**src/sv/scope_trigger_sweep_core_macros.svh**
```systemverilog
// Assertion macros used by the sweep core back end.
// Needs signals named clock and reset in the module that uses them.
`ifndef SCOPE_TRIGGER_SWEEP_CORE_MACROS_SVH
`define SCOPE_TRIGGER_SWEEP_CORE_MACROS_SVH

// property must hold at every edge outside reset
`define STSW_CHECK(lbl, prop) \
   lbl: assert property (@(posedge clock) disable iff (reset) (prop)) \
      else $error("sweep core check failed");

// condition must never be seen outside reset
`define STSW_NEVER(lbl, cond) \
   lbl: assert property (@(posedge clock) disable iff (reset) !(cond)) \
      else $error("sweep core forbidden condition");

`endif

```
**src/sv/stsw_pkg.sv**
```systemverilog
// Shared types and constants of the scope trigger sweep core.
// No dependencies.
`timescale 1ns / 1ps

package stsw_pkg;

   // sweep phase, one-hot
   typedef enum logic [3:0] {
      PH_HELD  = 4'b0001,
      PH_ARMED = 4'b0010,
      PH_TRIG  = 4'b0100,
      PH_RUN   = 4'b1000
   } phase_type;

   // back-end sequencer, one-hot
   typedef enum logic [5:0] {
      SQ_IDLE = 6'b000001,
      SQ_EVAL = 6'b000010,
      SQ_MUL  = 6'b000100,
      SQ_FRAC = 6'b001000,
      SQ_POS  = 6'b010000,
      SQ_SEND = 6'b100000
   } seq_type;

   localparam logic [1:0] SLOPE_FREE = 2'd0;
   localparam logic [1:0] SLOPE_RISE = 2'd1;
   localparam logic [1:0] SLOPE_FALL = 2'd2;

   localparam logic [2:0] REG_PERIOD  = 3'd0;
   localparam logic [2:0] REG_LEVEL   = 3'd1;
   localparam logic [2:0] REG_SLOPE   = 3'd2;
   localparam logic [2:0] REG_HOLDOFF = 3'd3;
   localparam logic [2:0] REG_DELAY   = 3'd4;

   localparam logic signed [17:0] Q_HALF = 18'sd32768;
   localparam logic signed [17:0] Q_ONE  = 18'sd65536;
   localparam int POS_FRAC_BITS = 16;

endpackage

```
**src/sv/stsw_div.sv**
```systemverilog
// Restoring divider, one quotient bit per cycle, 32-bit divisor.
// Uses no package items.
`timescale 1ns / 1ps

module stsw_div #(
   parameter int DW = 64
) (
   input  logic          clock,
   input  logic          reset,
   input  logic          start,
   input  logic [DW-1:0] dividend,
   input  logic [31:0]   divisor,
   output logic          busy,
   output logic          done,
   output logic [DW-1:0] quotient
);
   localparam int CW = $clog2(DW + 1);

   logic [31:0]   rem_ff, rem_in;
   logic [DW-1:0] quo_ff, quo_in;
   logic [31:0]   dvs_ff;
   logic [CW-1:0] cnt_ff;
   logic          busy_ff, done_ff;
   logic [32:0]   cand, diff;
   logic          ge;

   always_comb begin
      cand   = {rem_ff, quo_ff[DW-1]};
      diff   = cand - {1'b0, dvs_ff};
      ge     = (cand >= {1'b0, dvs_ff});
      rem_in = ge ? diff[31:0] : cand[31:0];
      quo_in = {quo_ff[DW-2:0], ge};
   end

   always_ff @(posedge clock) begin
      if (reset) begin
         busy_ff <= 1'b0;
         done_ff <= 1'b0;
         cnt_ff  <= '0;
      end else begin
         done_ff <= 1'b0;
         if (start) begin
            busy_ff <= 1'b1;
            cnt_ff  <= CW'(DW);
         end else if (busy_ff) begin
            cnt_ff <= cnt_ff - 1'b1;
            if (cnt_ff == CW'(1)) begin
               busy_ff <= 1'b0;
               done_ff <= 1'b1;
            end
         end
      end
   end

   always_ff @(posedge clock) begin
      if (start) begin
         rem_ff <= '0;
         quo_ff <= dividend;
         dvs_ff <= divisor;
      end else if (busy_ff) begin
         rem_ff <= rem_in;
         quo_ff <= quo_in;
      end
   end

   assign busy     = busy_ff;
   assign done     = done_ff;
   assign quotient = quo_ff;

endmodule

```
**src/sv/stsw_front.sv**
```systemverilog
// Front end: takes sample words and holds them in a two-entry queue.
// Uses no package items.
`timescale 1ns / 1ps

module stsw_front #(
   parameter int WW = 64
) (
   input  logic          clock,
   input  logic          reset,
   input  logic          in_valid,
   output logic          in_ready,
   input  logic [WW-1:0] in_word,
   output logic          q_valid,
   input  logic          q_pop,
   output logic [WW-1:0] q_word
);
   logic [WW-1:0] mem_ff [2];
   logic          wr_ff, rd_ff;
   logic [1:0]    cnt_ff;
   logic          push, pop;

   assign in_ready = (cnt_ff != 2'd2);
   assign q_valid  = (cnt_ff != 2'd0);
   assign push     = in_valid && in_ready;
   assign pop      = q_pop && q_valid;
   assign q_word   = mem_ff[rd_ff];

   always_ff @(posedge clock) begin
      if (reset) begin
         wr_ff  <= 1'b0;
         rd_ff  <= 1'b0;
         cnt_ff <= 2'd0;
      end else begin
         if (push) wr_ff <= ~wr_ff;
         if (pop)  rd_ff <= ~rd_ff;
         cnt_ff <= cnt_ff + {1'b0, push} - {1'b0, pop};
      end
   end

   always_ff @(posedge clock) begin
      if (push) mem_ff[wr_ff] <= in_word;
   end

endmodule

```
**src/sv/stsw_back.sv**
```systemverilog
// Back end: sweep phase machine, interpolation and position math.
// Depends on stsw_pkg, stsw_div and the assertion macro header.
`timescale 1ns / 1ps
`include "scope_trigger_sweep_core_macros.svh"

module stsw_back #(
   parameter int TW = 48,
   parameter int SB = 16
) (
   input  logic          clock,
   input  logic          reset,
   input  logic [31:0]   cfg_period,
   input  logic [15:0]   cfg_level,
   input  logic [1:0]    cfg_slope,
   input  logic [31:0]   cfg_holdoff,
   input  logic [31:0]   cfg_delay,
   input  logic          q_valid,
   output logic          q_pop,
   input  logic [TW-1:0] q_time,
   input  logic [SB-1:0] q_value,
   output logic          out_valid,
   input  logic          out_ready,
   output logic [TW-1:0] out_time,
   output logic [17:0]   out_pos,
   output logic          out_lift,
   output logic          out_last
);
   localparam int NW = (SB > 16) ? SB : 16;
   localparam int DW = TW + NW;
   localparam int MW = $clog2(SB + 1);

   stsw_pkg::seq_type   sq_ff;
   stsw_pkg::phase_type phase_ff;
   logic                started_ff, prvv_ff, pov_ff, hs_ff, pend_ff;
   logic [TW-1:0]       start_ff, pt_ff, hoe_ff, cur_t_ff, dt_ff;
   logic signed [SB-1:0] prv_ff, cur_y_ff, lvl;
   logic signed [17:0]  pop_ff, out_pos_ff, pos;
   logic [SB-1:0]       num_ff, den_ff, num_in, den_in;
   logic [DW-1:0]       prod_ff, div_q, div_dvd;
   logic [MW-1:0]       mcnt_ff;
   logic                out_lift_ff, out_last_ff;
   logic [TW-1:0]       delay_t, hold_t, tdiff;
   logic [31:0]         per, div_dvs;
   logic                rise, fall, hit, div_start, div_busy, div_done;
   logic signed [SB:0]  d_lp, d_pl, d_yp, d_py;

   assign lvl     = SB'({16'b0, cfg_level});
   assign delay_t = TW'(cfg_delay);
   assign hold_t  = TW'(cfg_holdoff);
   assign per     = (cfg_period == 32'd0) ? 32'd1 : cfg_period;
   assign tdiff   = cur_t_ff - start_ff;

   always_comb begin
      d_lp = {lvl[SB-1], lvl} - {prv_ff[SB-1], prv_ff};
      d_pl = {prv_ff[SB-1], prv_ff} - {lvl[SB-1], lvl};
      d_yp = {cur_y_ff[SB-1], cur_y_ff} - {prv_ff[SB-1], prv_ff};
      d_py = {prv_ff[SB-1], prv_ff} - {cur_y_ff[SB-1], cur_y_ff};
      rise = prvv_ff && (prv_ff <= lvl) && (lvl <= cur_y_ff) && (prv_ff < cur_y_ff);
      fall = prvv_ff && (prv_ff >= lvl) && (lvl >= cur_y_ff) && (prv_ff > cur_y_ff);
      hit  = (cfg_slope == stsw_pkg::SLOPE_RISE) ? rise : fall;
      num_in = (cfg_slope == stsw_pkg::SLOPE_RISE) ? d_lp[SB-1:0] : d_pl[SB-1:0];
      den_in = (cfg_slope == stsw_pkg::SLOPE_RISE) ? d_yp[SB-1:0] : d_py[SB-1:0];
   end

   // one divider serves the crossing interpolation and the sweep position
   assign div_start = ((sq_ff == stsw_pkg::SQ_MUL) && (mcnt_ff == '0)) ||
                      ((sq_ff == stsw_pkg::SQ_EVAL) && (phase_ff == stsw_pkg::PH_RUN));
   assign div_dvd   = (sq_ff == stsw_pkg::SQ_MUL) ? prod_ff : DW'({tdiff, 16'b0});
   assign div_dvs   = (sq_ff == stsw_pkg::SQ_MUL) ? 32'(den_ff) : per;

   stsw_div #(.DW(DW)) u_div (
      .clock    (clock),
      .reset    (reset),
      .start    (div_start),
      .dividend (div_dvd),
      .divisor  (div_dvs),
      .busy     (div_busy),
      .done     (div_done),
      .quotient (div_q)
   );

   assign pos = $signed({2'b00, div_q[stsw_pkg::POS_FRAC_BITS-1:0]}) - stsw_pkg::Q_HALF;
   assign q_pop = (sq_ff == stsw_pkg::SQ_IDLE) && q_valid;

   always_ff @(posedge clock) begin
      if (reset) begin
         sq_ff      <= stsw_pkg::SQ_IDLE;
         phase_ff   <= stsw_pkg::PH_HELD;
         started_ff <= 1'b0;
         start_ff   <= '0;
         pt_ff      <= '0;
         hoe_ff     <= '0;
         prv_ff     <= '0;
         prvv_ff    <= 1'b0;
         pop_ff     <= '0;
         pov_ff     <= 1'b0;
         hs_ff      <= 1'b0;
         pend_ff    <= 1'b0;
      end else begin
         unique case (sq_ff)
            stsw_pkg::SQ_IDLE: begin
               if (q_valid) begin
                  cur_t_ff <= q_time;
                  cur_y_ff <= q_value;
                  if (!started_ff) begin
                     started_ff <= 1'b1;
                     start_ff   <= q_time;
                     hoe_ff     <= q_time + hold_t;
                     pt_ff      <= q_time;
                  end
                  sq_ff <= stsw_pkg::SQ_EVAL;
               end
            end
            stsw_pkg::SQ_EVAL: begin
               out_pos_ff  <= '0;
               out_lift_ff <= 1'b1;
               out_last_ff <= 1'b1;
               pend_ff     <= 1'b0;
               unique case (phase_ff)
                  stsw_pkg::PH_HELD: begin
                     if (cur_t_ff >= hoe_ff) begin
                        phase_ff <= stsw_pkg::PH_ARMED;
                        start_ff <= hoe_ff;
                        prvv_ff  <= 1'b0;
                     end else begin
                        pt_ff <= cur_t_ff;
                        hs_ff <= 1'b1;
                        sq_ff <= stsw_pkg::SQ_SEND;
                     end
                  end
                  stsw_pkg::PH_ARMED: begin
                     if (cfg_slope == stsw_pkg::SLOPE_RISE ||
                         cfg_slope == stsw_pkg::SLOPE_FALL) begin
                        if (hit) begin
                           num_ff  <= num_in;
                           den_ff  <= den_in;
                           dt_ff   <= cur_t_ff - pt_ff;
                           prod_ff <= '0;
                           mcnt_ff <= MW'(SB);
                           sq_ff   <= stsw_pkg::SQ_MUL;
                        end else begin
                           prv_ff  <= cur_y_ff;
                           prvv_ff <= 1'b1;
                           pt_ff   <= cur_t_ff;
                           sq_ff   <= stsw_pkg::SQ_SEND;
                        end
                     end else begin
                        phase_ff <= stsw_pkg::PH_TRIG;
                        if (hs_ff) begin
                           start_ff <= cur_t_ff + delay_t;
                           hs_ff    <= 1'b0;
                        end
                        pov_ff <= 1'b0;
                     end
                  end
                  stsw_pkg::PH_TRIG: begin
                     if (cfg_delay == 32'd0 || cur_t_ff >= start_ff) begin
                        phase_ff <= stsw_pkg::PH_RUN;
                     end else begin
                        pt_ff <= cur_t_ff;
                        sq_ff <= stsw_pkg::SQ_SEND;
                     end
                  end
                  stsw_pkg::PH_RUN: begin
                     sq_ff <= stsw_pkg::SQ_POS;
                  end
                  default: ;
               endcase
            end
            stsw_pkg::SQ_MUL: begin
               // shift-add product dt * num, numerator bits from the top
               if (mcnt_ff != '0) begin
                  prod_ff <= (prod_ff << 1) + (num_ff[SB-1] ? DW'(dt_ff) : '0);
                  num_ff  <= num_ff << 1;
                  mcnt_ff <= mcnt_ff - 1'b1;
               end else begin
                  sq_ff <= stsw_pkg::SQ_FRAC;
               end
            end
            stsw_pkg::SQ_FRAC: begin
               if (div_done) begin
                  start_ff <= pt_ff + div_q[TW-1:0] + delay_t;
                  phase_ff <= stsw_pkg::PH_TRIG;
                  hs_ff    <= 1'b0;
                  pov_ff   <= 1'b0;
                  sq_ff    <= stsw_pkg::SQ_EVAL;
               end
            end
            stsw_pkg::SQ_POS: begin
               if (div_done) begin
                  sq_ff <= stsw_pkg::SQ_SEND;
                  if (pov_ff && (pos < pop_ff)) begin
                     // wrap: closing point past the right edge, then pen lift
                     phase_ff    <= stsw_pkg::PH_HELD;
                     hoe_ff      <= cur_t_ff + hold_t;
                     pov_ff      <= 1'b0;
                     out_pos_ff  <= pos + stsw_pkg::Q_ONE;
                     out_lift_ff <= 1'b0;
                     out_last_ff <= 1'b0;
                     pend_ff     <= 1'b1;
                  end else begin
                     pop_ff      <= pos;
                     pov_ff      <= 1'b1;
                     pt_ff       <= cur_t_ff;
                     out_pos_ff  <= pos;
                     out_lift_ff <= 1'b0;
                     out_last_ff <= 1'b1;
                  end
               end
            end
            stsw_pkg::SQ_SEND: begin
               if (out_ready) begin
                  if (pend_ff) begin
                     out_pos_ff  <= '0;
                     out_lift_ff <= 1'b1;
                     out_last_ff <= 1'b1;
                     pend_ff     <= 1'b0;
                  end else begin
                     sq_ff <= stsw_pkg::SQ_IDLE;
                  end
               end
            end
            default: sq_ff <= stsw_pkg::SQ_IDLE;
         endcase
      end
   end

   assign out_valid = (sq_ff == stsw_pkg::SQ_SEND);
   assign out_time  = cur_t_ff;
   assign out_pos   = out_pos_ff;
   assign out_lift  = out_lift_ff;
   assign out_last  = out_last_ff;

   `STSW_NEVER(a_div_restart, div_start && div_busy)
   `STSW_CHECK(a_wrap_point_drawn, (out_valid && !out_last) |-> !out_lift)
   `STSW_CHECK(a_pend_only_send, pend_ff |-> (out_valid && !out_last))
   `STSW_CHECK(a_wrap_to_held, (out_valid && !out_last) |-> (phase_ff == stsw_pkg::PH_HELD))

endmodule

```
**src/sv/scope_trigger_sweep_core.sv**
```systemverilog
// Path of a sample word: a pen-lift word goes from evaluation to the output; a run word
//   also takes a pass through the shared divider for its sweep position;
//   a trigger adds a shift-add multiply and a divider pass for the interpolation.
// Throughput: one sample word at a time through the back end; the divider and rsp_tready back-pressure set the rate.
// Reset: synchronous, active high; phase held, config and control registers to their defaults.
`timescale 1ns / 1ps

module scope_trigger_sweep_core #(
   parameter int TIME_BITS   = 48,
   parameter int SAMPLE_BITS = 16
) (
   input  logic clock,
   input  logic reset,
   // sample stream
   input  logic req_tvalid,
   output logic req_tready,
   // sample_time, sample_value
   input  logic [((TIME_BITS+SAMPLE_BITS+7)/8)*8-1:0] req_tdata,
   // frame stream
   output logic rsp_tvalid,
   input  logic rsp_tready,
   // frame_time, sweep_pos
   output logic [((TIME_BITS+18+7)/8)*8-1:0] rsp_tdata,
   // pen_lift
   output logic rsp_tuser,
   output logic rsp_tlast,
   // register port
   input  logic        csr_psel,
   input  logic        csr_penable,
   input  logic        csr_pwrite,
   input  logic [4:0]  csr_paddr,
   input  logic [31:0] csr_pwdata,
   output logic [31:0] csr_prdata,
   output logic        csr_pready
);
   localparam int WW = TIME_BITS + SAMPLE_BITS;
   localparam int OW = ((TIME_BITS + 18 + 7) / 8) * 8;

   logic [31:0] period_ff, holdoff_ff, delay_ff;
   logic [15:0] level_ff;
   logic [1:0]  slope_ff;
   logic [2:0]  reg_idx;
   logic        wr_en;

   logic          q_valid, q_pop;
   logic [WW-1:0] q_word;
   logic [TIME_BITS-1:0] o_time;
   logic [17:0]   o_pos;

   assign csr_pready = 1'b1;
   assign reg_idx    = csr_paddr[4:2];
   assign wr_en      = csr_psel && csr_penable && csr_pwrite;

   always_ff @(posedge clock) begin
      if (reset) begin
         period_ff  <= 32'd1000;
         level_ff   <= 16'd0;
         slope_ff   <= stsw_pkg::SLOPE_RISE;
         holdoff_ff <= 32'd0;
         delay_ff   <= 32'd0;
      end else if (wr_en) begin
         unique case (reg_idx)
            stsw_pkg::REG_PERIOD:  period_ff  <= csr_pwdata;
            stsw_pkg::REG_LEVEL:   level_ff   <= csr_pwdata[15:0];
            stsw_pkg::REG_SLOPE:   slope_ff   <= csr_pwdata[1:0];
            stsw_pkg::REG_HOLDOFF: holdoff_ff <= csr_pwdata;
            stsw_pkg::REG_DELAY:   delay_ff   <= csr_pwdata;
            default: ;  // unmapped addresses drop the write
         endcase
      end
   end

   always_comb begin
      unique case (reg_idx)
         stsw_pkg::REG_PERIOD:  csr_prdata = period_ff;
         stsw_pkg::REG_LEVEL:   csr_prdata = {16'd0, level_ff};
         stsw_pkg::REG_SLOPE:   csr_prdata = {30'd0, slope_ff};
         stsw_pkg::REG_HOLDOFF: csr_prdata = holdoff_ff;
         stsw_pkg::REG_DELAY:   csr_prdata = delay_ff;
         default:               csr_prdata = 32'd0;
      endcase
   end

   // front: sample words queue up here while the back end works
   stsw_front #(.WW(WW)) u_front (
      .clock    (clock),
      .reset    (reset),
      .in_valid (req_tvalid),
      .in_ready (req_tready),
      .in_word  (req_tdata[WW-1:0]),
      .q_valid  (q_valid),
      .q_pop    (q_pop),
      .q_word   (q_word)
   );

   // back: phase machine, trigger interpolation, sweep position
   stsw_back #(.TW(TIME_BITS), .SB(SAMPLE_BITS)) u_back (
      .clock       (clock),
      .reset       (reset),
      .cfg_period  (period_ff),
      .cfg_level   (level_ff),
      .cfg_slope   (slope_ff),
      .cfg_holdoff (holdoff_ff),
      .cfg_delay   (delay_ff),
      .q_valid     (q_valid),
      .q_pop       (q_pop),
      .q_time      (q_word[TIME_BITS-1:0]),
      .q_value     (q_word[WW-1:TIME_BITS]),
      .out_valid   (rsp_tvalid),
      .out_ready   (rsp_tready),
      .out_time    (o_time),
      .out_pos     (o_pos),
      .out_lift    (rsp_tuser),
      .out_last    (rsp_tlast)
   );

   assign rsp_tdata = OW'({o_pos, o_time});

endmodule
```
**config.mk**
```make
export PLATFORM = sky130hd
export DESIGN_NAME = scope_trigger_sweep_core
export DESIGN_NICKNAME = d
export VERILOG_FILES = /design/src/sv/stsw_pkg.sv /design/src/sv/stsw_div.sv /design/src/sv/stsw_front.sv /design/src/sv/stsw_back.sv /design/src/sv/scope_trigger_sweep_core.sv
export VERILOG_INCLUDE_DIRS = /design/src /design/src/sv
export SDC_FILE = /design/constraint.sdc
export NUM_CORES = 2
export LEC_CHECK = 0
export ABC_AREA = 1
export BUFFER_PORTS_ARGS = -buffer_cell sky130_fd_sc_hd__buf_2
export CAP_MARGIN = 20
export CORE_ASPECT_RATIO = 1.4
export CORE_MARGIN = 2
export CORE_UTILIZATION = 35
export CTS_BUF_LIST = sky130_fd_sc_hd__clkbuf_4 sky130_fd_sc_hd__clkbuf_8 sky130_fd_sc_hd__clkbuf_16
export DETAILED_ROUTE_END_ITERATION = 8
export PLACE_DENSITY = 0.57
export SLEW_MARGIN = 20
export SYNTH_ARGS = -nofsm -noshare
export SYNTH_HDL_FRONTEND = slang
export SYNTH_SLANG_ARGS = --single-unit
```
**constraint.sdc**
```tcl
create_clock -name clock -period 10.8 [get_ports clock]
set_clock_uncertainty 0.2 [all_clocks]
set_input_delay 2.16 -clock clock [delete_from_list [all_inputs] [get_ports clock]]
set_output_delay 2.16 -clock clock [all_outputs]
set_load 0.05 [all_outputs]
```
==> results.toml <==
[timing]
period_share_pct = 64.7
setup_viol_count_final = 0
hold_viol_final = 0
fmaxAchievable_mhz = 143
relSlewSlack_pct = 24.8
fin_setup_tns_ns = 0
drv_slew = 0
rsz0062_at_grt = "no"
layout_min_cycle_time_ns = 6.99
worst_pin_slew_ns = 1.12

[floorplanning]
die_area_um2 = 171000
coreArea_um2 = 167000
fp.dieH_um = 489
ios = 217
placementRows = 178
die_x_um = 351
start_util_pct = 35.1

[worst_setup_path]
criticalPathCategory = "in -> out"
cp_max_fo = 18
cp.arrival_ns = 4.63
cp-end-kind = "primary output"
cp_data_required_time_ns = 8.44
worstSetupStartpointType = "input pin"

[outcome]
status = "completed"

[logic_synthesis]
synth_ff_type = "edfxtp_1"
synth.area.top_cells = "edfxtp_1 23%, dfxtp_1 12%, nand2_1 11%"
synth_area_um2 = 58800
synthSimpleGateAreaFrac_pct = 23.6
ys_types = 67
synthMuxAreaShare_pct = 0.867
async_flop_share_pct = 0
synth_top_area_cell = "edfxtp_1"
synth_area_per_cell_um2 = 7.22
synth-seq-area-share_pct = 35.3
synth_edf_count = 457
synth_top_area_share_pct = 23.3
synth_compound_area_share_pct = 18.1
synth-seq-cells = 808
synthCells = 8152
synthAdderAreaFrac_pct = 10.9
ys_warn_count = 0
synth_top_family_by_area = "simple AND/OR/NAND/NOR gates"
synth_xor_xnor_area_share_pct = 2.59

[route]
drt_iter0_drc = 5142
vias = 57216
drt-total-wl_um = 254000
dr.pass1.iters = 6
vias_per_cell = 5.38
postRouteAntennaNets = 0
drc = 0
wl_per_cell_um = 23.8

[global_routing]
antenna_found_initial = 15
grt-ovfl-total = 0
grt_pass1_vias = 55445
grt_pass1_wl_um = 363000
track_usage_pct = 29.0
grt_max_degree = 142

[final_layout]
fin_util_pct = 39.1
drive_gt1_share_pct = 6.70
area_delta_synth_final_pct = 11.3
layoutNonFillerInstCount = 10634
final_cell_mix = "1791 x nand2_1, 1053 x inv_1, 961 x nor2_1"
fin_area_um2 = 65500
final_nets = 8897
layout_commonest_cell = "nand2_1"

[power_and_ir_drop]
p_sw_mw = 6.02
swShare_pct = 45.2
seqPwrFrac_pct = 30.4
combPwrFrac_pct = 45.0
p_leak_nw = 28.8
power_mw = 13.3
clockPowerShare_pct = 24.6
irDropWorstVdd_mv = 0.243
power_density_nw_per_um2 = 203
intPower_mw = 7.29

[clock_network]
cts_setup_buffers = 0
cts_tree = "built"
cts_hold_buf = 0
clk_path_buf_depth = 3
clk_pin_slew_ns = 0.06
cts_sinks = 808
h-tree-depth = 3
cts_resized = 0
insertion_delay_ns = 0.76
cts_buffers = 88
cts_root_buf = "clkbuf_16"

[place]
port_buffers = 207
numPlacedInstances = 10460
hpwl_um = 206000
gp_congestion = 1.00
dpl_cell_area_um2 = 62400

[job]
maxCapViolCount = 0

[min_path]
min_path_type = "reg -> reg"
## cell usage after synthesis (all sizes together) (4+ instances only)
cell and count:
nand2 1796, inv 1068, nor2 976, o21ai 798
a21oi 767, edfxtp 457, ha 446, dfxtp 351
nand3 344, clkbuf 151, xor2 115, nor3 98
buf 81, nand4 73, o211ai 62, a31oi 59
xnor2 59, o21bai 54, a21o 47, fa 43
mux2 40, nand3b 36, o21a 36, nor4 28
or2 26, o2111ai 23, a21boi 20, a211oi 17
o221ai 14, a221oi 12, o22ai 11, and3 7
mux2i 6, and2 4, clkinv 4
## per-stage QoR
step	hold slack (ns)	worst slack [ns]
6_report	0.253	3.81
4_1_cts	0.259	3.84
5_1_grt	0.272	3.67
3_3_place_gp	0.227	3.80
3_5_place_dp	0.239	3.84
2_1_floorplan	0.226	3.09
## state kept, by name, indices dropped and copies added, names as in the netlist, 5 cells and up, named ones only
register / flops
u_back.prod_ff: 64
u_back.u_div.quotient: 64
u_back.u_div.cnt_ff: 7
u_back.start_ff: 48
holdoff_ff: 32
u_back.out_pos: 18
level_ff: 16
u_back.cur_y_ff: 16
period_ff: 32
u_back.out_time: 48
u_back.num_ff: 16
u_back.u_div.dvs_ff: 32
u_front.mem_ff: 128
u_back.pop_ff: 16
u_back.pt_ff: 48
u_back.den_ff: 16
u_back.hoe_ff: 48
u_back.mcnt_ff: 5
u_back.u_div.rem_ff: 32
u_back.dt_ff: 48
u_back.prv_ff: 16
delay_ff: 32
u_back.sq_ff: 6
## power by group through the flow
| stage | Combinational (mW) | Sequential [mW] | Clock, mW |
|---|---|---|---|
| floorplan | 3.84 | 4.06 | 0 |
| global route | 6.53 | 4.07 | 3.44 |
| global placement | 5.82 | 4.09 | 0 |
| finish | 5.99 | 4.05 | 3.27 |
| detailed placement | 5.85 | 4.10 | 0 |
| CTS | 5.88 | 4.04 | 3.34 |
## path summary, 6_finish.rpt
kind / from / cells after the start / slack, ns / endpoint
max: csr_paddr[3] / 7 / 3.81 / csr_prdata[19]
min: u_front.rd_ff / 1 / 0.25 / flop
max reg2reg: u_back.out_time[0] / 21 / 5.37 / u_back.prod_ff[47]
min reg2reg: u_front.rd_ff / 1 / 0.25 / flop
## worst max-delay path, stage by stage
cell      delay, ns
buf_2          0.11
nor2_1         0.14
inv_1          0.07
nor2_2         0.56
inv_1          0.54
o211ai_1       0.65
buf_2          0.38
## logic make-up (layout without fill, tap and decap cells)
| group | Yosys count | count (layout) |
|---|---|---|
| compound gates | 1940 | 1940 |
| other cells | 2 | 19 |
| flops | 808 | 808 |
| xor+xnor | 174 | 174 |
| mux | 46 | 46 |
| fa+ha+maj | 489 | 489 |
| simple gates | 3389 | 3389 |
| buf+inv | 1304 | 1519 |
## layer usage
metal  vias to the layer above  GRT usage, %  wire [um]
met3                       447          3.49      16800
met5                         -             0         56
li1                      27611             -          -
met1                     27114          38.5     110000
met2                      2034          46.7     114000
met4                        10          13.7      12900
## cell type report
class | instances | area [um^2]
diodes | 12 | 30.0
clock buffers | 107 | 2430
clock inverters | 55 | 649
fillers | 17987 | 102000
inverters | 1072 | 4030
multi-input cells | 6045 | 33100
flip-flops and latches | 808 | 20800
well taps | 2250 | 2820
repair buffers | 285 | 1650
Note: power is estimated with default switching activity, not from simulation.
